===== src/rtl/elm_pkg.sv =====
// ----------------------------------------------------------------------------
// elm_pkg
// Shared constants and helpers for the ethernet link monitor: state codes,
// PHY status bit positions, register map and gap values.
// ----------------------------------------------------------------------------
package elm_pkg;

  // link supervision state codes
  localparam logic [2:0] ST_INIT   = 3'd0;
  localparam logic [2:0] ST_WAIT   = 3'd1;
  localparam logic [2:0] ST_DELAY  = 3'd2;
  localparam logic [2:0] ST_LINKED = 3'd3;
  localparam logic [2:0] ST_REST   = 3'd4;

  // basic status word bits
  localparam int unsigned BS_LINK     = 2;
  localparam int unsigned BS_CAP_ANEG = 3;
  localparam int unsigned BS_ANEG_ACK = 5;

  // special status word bits
  localparam int unsigned SP_100      = 3;
  localparam int unsigned SP_FDX      = 4;
  localparam int unsigned SP_AUTODONE = 12;

  // inter-packet gap values
  localparam logic [4:0] GAP_FULL = 5'd21;
  localparam logic [4:0] GAP_HALF = 5'd18;

  // configuration register map (index is paddr bit 2)
  localparam logic REG_LINK_UP_DELAY = 1'b0;
  localparam logic REG_REST_CHECK    = 1'b1;

  localparam logic [15:0] LINK_UP_DELAY_RST = 16'd1000;
  localparam logic [15:0] REST_CHECK_RST    = 16'd10;

  localparam int unsigned ADDR_W = 3;
  localparam int unsigned DATA_W = 32;

  // wrapping time difference compared against a 16-bit limit
  function automatic logic elapsed(input logic [31:0] now, input logic [31:0] mark,
                                   input logic [15:0] limit);
    logic [31:0] diff;
    diff = now - mark;
    return diff >= {16'd0, limit};
  endfunction

endpackage


===== src/rtl/elm_in_if.sv =====
// ----------------------------------------------------------------------------
// elm_in_if
// Poll / start channel into the link monitor, valid-ready handshake.
// ----------------------------------------------------------------------------
interface elm_in_if;
  logic        valid;
  logic        ready;
  logic        start_req;
  logic [31:0] now_ms;
  logic        status_ok;
  logic [15:0] basic_word;
  logic        special_ok;
  logic [15:0] special_word;

  modport source (
    output valid, start_req, now_ms, status_ok, basic_word, special_ok, special_word,
    input  ready
  );
  modport sink (
    input  valid, start_req, now_ms, status_ok, basic_word, special_ok, special_word,
    output ready
  );
endinterface


===== src/rtl/elm_out_if.sv =====
// ----------------------------------------------------------------------------
// elm_out_if
// Link status result channel out of the link monitor, valid-ready handshake.
// ----------------------------------------------------------------------------
interface elm_out_if;
  logic       valid;
  logic       ready;
  logic [2:0] link_state;
  logic       link_ok;
  logic       linked;
  logic       rate_100m;
  logic       duplex_full;
  logic [4:0] gap_value;
  logic       settings_update;
  logic       rx_enable_set;

  modport source (
    output valid, link_state, link_ok, linked, rate_100m, duplex_full, gap_value,
           settings_update, rx_enable_set,
    input  ready
  );
  modport sink (
    input  valid, link_state, link_ok, linked, rate_100m, duplex_full, gap_value,
           settings_update, rx_enable_set,
    output ready
  );
endinterface


===== src/rtl/ethernet_link_monitor_unit.sv =====
// ----------------------------------------------------------------------------
// ethernet_link_monitor_unit
// PHY link supervision: judges link from polled status words, latches speed
// and duplex on link rise, and walks a five-state link state machine.
// ----------------------------------------------------------------------------
// result: a result beat is valid the cycle after its input beat is accepted
// throughput: one beat per cycle; the single result register keeps accepting
//   while the sink takes each beat, and stalls input only while it holds a
//   beat that the sink does not take
// reset (synchronous, rst_n low): state init, latches cleared, delay 1000 ms,
//   rest check 10 ms, no result pending
module ethernet_link_monitor_unit (
  input  logic                          clk,
  input  logic                          rst_n,
  elm_in_if.sink                        in_ch,
  elm_out_if.source                     out_ch,
  input  logic                          psel,
  input  logic                          penable,
  input  logic                          pwrite,
  input  logic [elm_pkg::ADDR_W-1:0]    paddr,
  input  logic [elm_pkg::DATA_W-1:0]    pwdata,
  output logic [elm_pkg::DATA_W-1:0]    prdata,
  output logic                          pready
);

  // configuration registers
  logic [15:0] link_up_delay_r;
  logic [15:0] rest_check_r;
  logic        cfg_wr;

  // link state
  logic [2:0]  state_r,  state_nxt;
  logic        prev_up_r, prev_up_nxt;
  logic [31:0] mark_r,   mark_nxt;
  logic        speed_r,  speed_nxt;
  logic        duplex_r, duplex_nxt;

  // result register
  logic        out_valid_r;
  logic [2:0]  res_state_r;
  logic        res_up_r, res_upd_r, res_rxen_r;

  logic        in_acc;
  logic        up, upd, rxen, an_done;

  assign pready = 1'b1;
  assign cfg_wr = psel && penable && pwrite;

  // register write
  always_ff @(posedge clk) begin
    if (!rst_n) begin
      link_up_delay_r <= elm_pkg::LINK_UP_DELAY_RST;
      rest_check_r    <= elm_pkg::REST_CHECK_RST;
    end else if (cfg_wr) begin
      unique case (paddr[2])
        elm_pkg::REG_LINK_UP_DELAY: link_up_delay_r <= pwdata[15:0];
        elm_pkg::REG_REST_CHECK:    rest_check_r    <= pwdata[15:0];
        default: ;
      endcase
    end
  end

  // register read
  always_comb begin
    unique case (paddr[2])
      elm_pkg::REG_LINK_UP_DELAY: prdata = {16'd0, link_up_delay_r};
      elm_pkg::REG_REST_CHECK:    prdata = {16'd0, rest_check_r};
      default:                    prdata = '0;
    endcase
  end

  // handshake: take a beat whenever the result register is free or draining
  assign in_ch.ready = !out_valid_r || out_ch.ready;
  assign in_acc      = in_ch.valid && in_ch.ready;

  // link judgement and next state
  always_comb begin
    state_nxt   = state_r;
    prev_up_nxt = prev_up_r;
    mark_nxt    = mark_r;
    speed_nxt   = speed_r;
    duplex_nxt  = duplex_r;
    up          = 1'b0;
    upd         = 1'b0;
    rxen        = 1'b0;
    an_done     = in_ch.special_ok && in_ch.special_word[elm_pkg::SP_AUTODONE];
    if (in_ch.start_req) begin
      state_nxt   = elm_pkg::ST_WAIT;
      prev_up_nxt = 1'b0;
      speed_nxt   = 1'b0;
      duplex_nxt  = 1'b0;
    end else begin
      up = in_ch.status_ok && in_ch.basic_word[elm_pkg::BS_LINK]
           && in_ch.basic_word[elm_pkg::BS_CAP_ANEG]
           && in_ch.basic_word[elm_pkg::BS_ANEG_ACK];
      // latch speed and duplex on link rise
      if (up && !prev_up_r) begin
        speed_nxt  = an_done && in_ch.special_word[elm_pkg::SP_100];
        duplex_nxt = an_done && in_ch.special_word[elm_pkg::SP_FDX];
        upd        = 1'b1;
      end
      prev_up_nxt = up;
      unique case (state_r)
        elm_pkg::ST_INIT: ;
        elm_pkg::ST_WAIT: begin
          if (up) begin
            mark_nxt  = in_ch.now_ms;
            state_nxt = elm_pkg::ST_DELAY;
          end
        end
        elm_pkg::ST_DELAY: begin
          if (!up) begin
            state_nxt = elm_pkg::ST_WAIT;
          end else if (elm_pkg::elapsed(in_ch.now_ms, mark_r, link_up_delay_r)) begin
            state_nxt = elm_pkg::ST_LINKED;
            rxen      = 1'b1;
          end
        end
        elm_pkg::ST_REST: begin
          if (elm_pkg::elapsed(in_ch.now_ms, mark_r, rest_check_r)) begin
            if (up) begin
              state_nxt = elm_pkg::ST_LINKED;
            end else begin
              mark_nxt = in_ch.now_ms;
            end
          end
        end
        default: begin
          // linked, and any unused code
          state_nxt = elm_pkg::ST_LINKED;
          if (!up) begin
            state_nxt = elm_pkg::ST_REST;
            mark_nxt  = in_ch.now_ms;
          end
        end
      endcase
    end
  end

  // state update
  always_ff @(posedge clk) begin
    if (!rst_n) begin
      state_r   <= elm_pkg::ST_INIT;
      prev_up_r <= 1'b0;
      mark_r    <= '0;
      speed_r   <= 1'b0;
      duplex_r  <= 1'b0;
    end else if (in_acc) begin
      state_r   <= state_nxt;
      prev_up_r <= prev_up_nxt;
      mark_r    <= mark_nxt;
      speed_r   <= speed_nxt;
      duplex_r  <= duplex_nxt;
    end
  end

  // result valid
  always_ff @(posedge clk) begin
    if (!rst_n) begin
      out_valid_r <= 1'b0;
    end else if (in_acc) begin
      out_valid_r <= 1'b1;
    end else if (out_ch.ready) begin
      out_valid_r <= 1'b0;
    end
  end

  // result payload
  always_ff @(posedge clk) begin
    if (in_acc) begin
      res_state_r <= state_nxt;
      res_up_r    <= up;
      res_upd_r   <= upd;
      res_rxen_r  <= rxen;
    end
  end

  // speed and duplex come straight from the latches, which only move on accept
  assign out_ch.valid           = out_valid_r;
  assign out_ch.link_state      = res_state_r;
  assign out_ch.link_ok         = res_up_r;
  assign out_ch.linked          = (res_state_r == elm_pkg::ST_LINKED);
  assign out_ch.rate_100m       = speed_r;
  assign out_ch.duplex_full     = duplex_r;
  assign out_ch.gap_value       = duplex_r ? elm_pkg::GAP_FULL : elm_pkg::GAP_HALF;
  assign out_ch.settings_update = res_upd_r;
  assign out_ch.rx_enable_set   = res_rxen_r;

  // receive enable only on entering linked
  a_rxen_linked: assert property (@(posedge clk) disable iff (!rst_n)
    out_valid_r && res_rxen_r |-> res_state_r == elm_pkg::ST_LINKED)
    else $error("rx enable without linked state");

  // settings latch only when the link is judged up
  a_upd_up: assert property (@(posedge clk) disable iff (!rst_n)
    out_valid_r && res_upd_r |-> res_up_r)
    else $error("settings update while link down");

  // an accepted beat always yields a pending result
  a_acc_result: assert property (@(posedge clk) disable iff (!rst_n)
    in_acc |=> out_valid_r)
    else $error("accepted beat produced no result");

  // a start beat clears the latches and lands in wait link
  a_start_clear: assert property (@(posedge clk) disable iff (!rst_n)
    in_acc && in_ch.start_req |=> state_r == elm_pkg::ST_WAIT && !speed_r && !duplex_r)
    else $error("start beat did not reset link state");

  // rest state can only be reached from linked or from an unused state code
  a_rest_entry: assert property (@(posedge clk) disable iff (!rst_n)
    in_acc && state_nxt == elm_pkg::ST_REST && state_r != elm_pkg::ST_REST
      |-> state_r == elm_pkg::ST_LINKED || state_r > elm_pkg::ST_REST)
    else $error("rest entered from wrong state");

endmodule

===== src/flat_wrapper.sv =====
// flat-port wrapper written by rule: the top's interface ports become plain ports
module ethernet_link_monitor_unit_flat 
  (clk, rst_n, psel, penable, pwrite, paddr, pwdata, prdata, pready, in_ch_valid, in_ch_start_req, in_ch_now_ms, in_ch_status_ok, in_ch_basic_word, in_ch_special_ok, in_ch_special_word, in_ch_ready, out_ch_valid, out_ch_link_state, out_ch_link_ok, out_ch_linked, out_ch_rate_100m, out_ch_duplex_full, out_ch_gap_value, out_ch_settings_update, out_ch_rx_enable_set, out_ch_ready);
  elm_in_if in_ch_i ();
  elm_out_if out_ch_i ();
  input  logic clk;
  input  logic rst_n;
  input  logic psel;
  input  logic penable;
  input  logic pwrite;
  input  logic [elm_pkg::ADDR_W-1:0] paddr;
  input  logic [elm_pkg::DATA_W-1:0] pwdata;
  output logic [elm_pkg::DATA_W-1:0] prdata;
  output logic pready;
  input wire logic [$bits(in_ch_i.valid)-1:0] in_ch_valid;
  input wire logic [$bits(in_ch_i.start_req)-1:0] in_ch_start_req;
  input wire logic [$bits(in_ch_i.now_ms)-1:0] in_ch_now_ms;
  input wire logic [$bits(in_ch_i.status_ok)-1:0] in_ch_status_ok;
  input wire logic [$bits(in_ch_i.basic_word)-1:0] in_ch_basic_word;
  input wire logic [$bits(in_ch_i.special_ok)-1:0] in_ch_special_ok;
  input wire logic [$bits(in_ch_i.special_word)-1:0] in_ch_special_word;
  output wire logic [$bits(in_ch_i.ready)-1:0] in_ch_ready;
  output wire logic [$bits(out_ch_i.valid)-1:0] out_ch_valid;
  output wire logic [$bits(out_ch_i.link_state)-1:0] out_ch_link_state;
  output wire logic [$bits(out_ch_i.link_ok)-1:0] out_ch_link_ok;
  output wire logic [$bits(out_ch_i.linked)-1:0] out_ch_linked;
  output wire logic [$bits(out_ch_i.rate_100m)-1:0] out_ch_rate_100m;
  output wire logic [$bits(out_ch_i.duplex_full)-1:0] out_ch_duplex_full;
  output wire logic [$bits(out_ch_i.gap_value)-1:0] out_ch_gap_value;
  output wire logic [$bits(out_ch_i.settings_update)-1:0] out_ch_settings_update;
  output wire logic [$bits(out_ch_i.rx_enable_set)-1:0] out_ch_rx_enable_set;
  input wire logic [$bits(out_ch_i.ready)-1:0] out_ch_ready;
  assign in_ch_i.valid = in_ch_valid;
  assign in_ch_i.start_req = in_ch_start_req;
  assign in_ch_i.now_ms = in_ch_now_ms;
  assign in_ch_i.status_ok = in_ch_status_ok;
  assign in_ch_i.basic_word = in_ch_basic_word;
  assign in_ch_i.special_ok = in_ch_special_ok;
  assign in_ch_i.special_word = in_ch_special_word;
  assign in_ch_ready = in_ch_i.ready;
  assign out_ch_valid = out_ch_i.valid;
  assign out_ch_link_state = out_ch_i.link_state;
  assign out_ch_link_ok = out_ch_i.link_ok;
  assign out_ch_linked = out_ch_i.linked;
  assign out_ch_rate_100m = out_ch_i.rate_100m;
  assign out_ch_duplex_full = out_ch_i.duplex_full;
  assign out_ch_gap_value = out_ch_i.gap_value;
  assign out_ch_settings_update = out_ch_i.settings_update;
  assign out_ch_rx_enable_set = out_ch_i.rx_enable_set;
  assign out_ch_i.ready = out_ch_ready;
  ethernet_link_monitor_unit u_core (.clk(clk), .rst_n(rst_n), .in_ch(in_ch_i), .out_ch(out_ch_i), .psel(psel), .penable(penable), .pwrite(pwrite), .paddr(paddr), .pwdata(pwdata), .prdata(prdata), .pready(pready));
endmodule

===== config.mk =====
export PLATFORM = sky130hd
export DESIGN_NAME = ethernet_link_monitor_unit_flat
export DESIGN_NICKNAME = d
export VERILOG_FILES = /design/src/rtl/elm_pkg.sv /design/src/rtl/elm_in_if.sv /design/src/rtl/elm_out_if.sv /design/src/rtl/ethernet_link_monitor_unit.sv /design/src/flat_wrapper.sv
export SDC_FILE = /design/constraint.sdc
export NUM_CORES = 1
export LEC_CHECK = 0
export BUFFER_PORTS_ARGS = -buffer_cell sky130_fd_sc_hd__buf_4
export CORE_MARGIN = 4
export CORE_UTILIZATION = 25
export CTS_CLUSTER_DIAMETER = 30
export DETAILED_ROUTE_END_ITERATION = 6
export HOLD_SLACK_MARGIN = 0.15
export PLACE_DENSITY = 0.45
export SETUP_SLACK_MARGIN = 0.1
export SYNTH_ARGS = -nofsm -noshare
export SYNTH_HDL_FRONTEND = slang
export SYNTH_SLANG_ARGS = --single-unit
export TNS_END_PERCENT = 30

===== constraint.sdc =====
create_clock -name clk -period 4.61 [get_ports clk]
set_input_delay 0.6915 -clock clk [delete_from_list [all_inputs] [get_ports clk]]
set_output_delay 0.6915 -clock clk [all_outputs]
set_load 0.02 [all_outputs]

==> metrics.md <==
| Metric | Value |
|---|---|
| Largest cells by area after synthesis | dfxtp_1 23%, ha_1 13%, nand2_1 10% |
| Initial antenna violation count | 0 |
| Req. time, crit path | 4.83 ns |
| Die X | approximately 170 um |
| Max-cap violation count | 0 |
| RSZ-0062 raised after global routing | no |
| Worst-path clk slew | 0.06 ns |
| Post-CTS setup buffer count | 0 |
| Syn Area/Cell | 7.648 sq um |
| Setup-failing EPs final | 0 |
| Final hold vios | 0 |
| Nets@finish | 1,072 |
| CTS max path bufs | 2 |
| Main flop type after synthesis | dfxtp_1 |
| Root buf cell | clkbuf_16 |
| Post-synthesis sequential area ratio | 0.2557 |
| Clock power share | 0.396 |
| Depth of the most critical reg-to-reg path | 18 |
| Core area | approximately 24,000 sq um |
| GP Congestion | 0.8052 |
| Drt initial violations | 217 |
| DR pass1 iterations | 5 |
| Worst hold slack | 0.4565 ns |
| Slew @ Worst Pin | 1.017 ns |
| Slew HR | 0.3223 |
| Reg-to-reg startpoint | u_core.mark_r[1] |
| Final period utilization | 0.8687 |
| Sink Count | slightly below 80 |
| Crit path launch type | primary input |
| R2r setup slk | 0.71 ns |
| CP Class | primary input to register |
| Fillers | 2,652 |
| First-pass GRT wire length | 27.23 mm |
| Placed inst area | 7219 sq um |
| DR WL/cell | ~13 um |
| Starting Density | 0.2560 |
| Synth Cell Area | 6264 sq um |
| CP endpoint kind | register |
| Reg power frac | 0.369 |
| Via Count | 5,515 |
| Post-synth ARST share | 0 |
| Yosys cell types | 70 |
| Final setup margin | slightly above 0.6 ns |
| Switching share of power | 0.3037 |
| Worst VDD drop | 0.1270 mV |
| Logic gate share of total power | 0.235 |
| N_diodes | 0 |
| Vias in the first global route | 5,298 |
| Gr usage total | 0.1188 |
| CTS tree | yes |
| Worst Setup EP | u_core.mark_r[5] |
| Crit path DAT | 4.23 ns |
| DRT Wirelength | 16.48 mm |
| Clk_skew | 0.008430 ns |
| Status | finished clean |
| Setup TNS | 0 ns |
| Worst-Skew Late Latency | 0.35 ns |
| Minimum clock period | 4.004 ns |
| Max FO, Critical Path | 32 |
| Largest net degree at the start of global routing | 106 |
| DP Wirelength | 13.06 mm |
| HP Class | register to register |
| IO Count | 158 |
| Top post-synthesis cells by count | 171 x nand2_1, 71 x dfxtp_1, 71 x inv_1, 63 x ha_1, 44 x o21ai_0 |
| CTS H-tree lvls | 3 |
| Yosys Warn Count | 0 |
| EDFF count, synth | 6 |
| # DRC | 0 |
| P&R area growth vs syn | 20.18% |
| Grt ovf | 0 |
| Synth area leader | dfxtp_1 |
| Final Slew Violations | 0 |
| Standard-cell rows | 57 |
| Most frequent cell after synthesis | nand2_1 |
| Via density | 4.491 |
| # resized after CTS | 0 |
| Net switching power | ~570 uW |
| FMAX | 249.7 MHz |
| Buffers added on ports | 94 |
| Num CTS Buffers | 9 |
| Cells after synthesis | around 820 |
| Crit path from | in_ch_now_ms[0] |
| RR Endpoint | u_core.out_ch.link_state[0] |
| Seq cells post-synth | 77 |
| Cell-internal power | 1.315 mW |
| Post-layout util | 0.3077 |
| Final ANT Viol Nets | 0 |
| Place WS | 0.2062 ns |
| Leak | between 2 and 3 nW |
| Cts hold-fix bufs | 0 |
| Fin area | 7527 sq um |
| PwrDens | 250.8 nW/um^2 |
| Synth top area share | 0.2269 |
| DIE AREA | 27,650 sq um |
| Share of layout cells above drive strength 1 | 0.1670 |
| Chip height | between 150 and 200 um |
## metal layers
metal  vias up  GRT usage  part of all wire
met2        98     0.1843              0.43
met1      2467     0.1672              0.52
met4         0    0.03735             0.014
met5         -          0                 0
li1       2938          -                 -
met3        12    0.02214             0.038
## worst min path at each step
stage                            from  cells after the start                end  slack, ns
floorplan           u_core.mark_r[10]                      2  u_core.mark_r[10]       0.43
global placement    u_core.mark_r[17]                      2  u_core.mark_r[17]       0.44
detailed placement   u_core.mark_r[8]                      2   u_core.mark_r[8]       0.45
CTS                  u_core.mark_r[8]                      2   u_core.mark_r[8]       0.46
global route        u_core.mark_r[14]                      2  u_core.mark_r[14]       0.47
finish              u_core.mark_r[14]                      2  u_core.mark_r[14]       0.46
## cell usage in the layout, fill, tap and decap left out, drive strengths merged, types with 31 or more instances in the layout
cell type  netlist  layout
inv             71      73
buf             33     112
nand2          171     171
nor2            43      43
o21ai           48      48
mux2i           34      34
dfxtp           71      71
a21oi           46      46
ha              63      63
a21boi          31      31
## worst max-delay path, cell delays in order
cell and delay [ns]:
buf_4 0.08, inv_1 0.04, ha_1 0.22, fa_1 0.41
nand2b_1 0.18, a21o_1 0.18, a21oi_1 0.15, nor2_1 0.09
o21ai_0 0.22, a21o_1 0.15, a21oi_1 0.08, xnor2_1 0.29
ha_1 0.31, a21oi_1 0.14, o21ai_0 0.09, a21oi_1 0.22
a21oi_2 0.08, o21a_2 0.21, buf_12 0.17, mux2i_1 0.16
## cell type report
class / instances / area [sq um] / area share
Tap cell: 324 / 405.4 / 0.05386
Clock inverter: 6 / 68.82 / 0.009142
Sequential cell: 77 / 1602 / 0.2128
Clock buffer: 10 / 239.0 / 0.03175
Multi-Input combinational cell: 628 / 4093 / 0.5437
Timing Repair Buffer: 112 / 853.3 / 0.1134
Inverter: 71 / 266.5 / 0.03541
## power by group through the flow
stage / Clock, mW / Combinational [mW] / Sequential [mW]
global placement: 0 / 0.446 / 0.712
global route: 0.811 / 0.503 / 0.698
finish: 0.748 / 0.443 / 0.696
floorplan: 0 / 0.307 / 0.711
detailed placement: 0 / 0.448 / 0.711
CTS: 0.779 / 0.449 / 0.696
## state kept, by name, indices dropped and copies added (netlist names)
register,cells
u_core.state_r,3
u_core.mark_r,32
u_core.out_ch.valid,1
u_core.link_up_delay_r,16
u_core.rest_check_r,16
u_core.out_ch.rate_100m,1
u_core.out_ch.settings_update,1
u_core.out_ch.link_ok,1
u_core.prev_up_r,1
u_core.out_ch.duplex_full,1
u_core.out_ch.link_state,3
u_core.out_ch.rx_enable_set,1
## cells by family after synthesis
group	Yosys count	synth area share
flops	77	0.2557
other cells	2	0.001199
buf+inv	131	0.1017
simple gates	281	0.1982
mux	35	0.05613
fa+ha+maj	64	0.1290
compound gates	201	0.2189
xor+xnor	28	0.03915
## through the flow
step | std cells | total power [mW]
6_report | 1228 | 1.888
3_3_place_gp | 1212 | 1.158
3_5_place_dp | 1212 | 1.159
2_1_floorplan | 836 | 1.018
4_1_cts | 1228 | 1.925
5_1_grt | 1228 | 2.012
(Power assumes the default switching activity.)
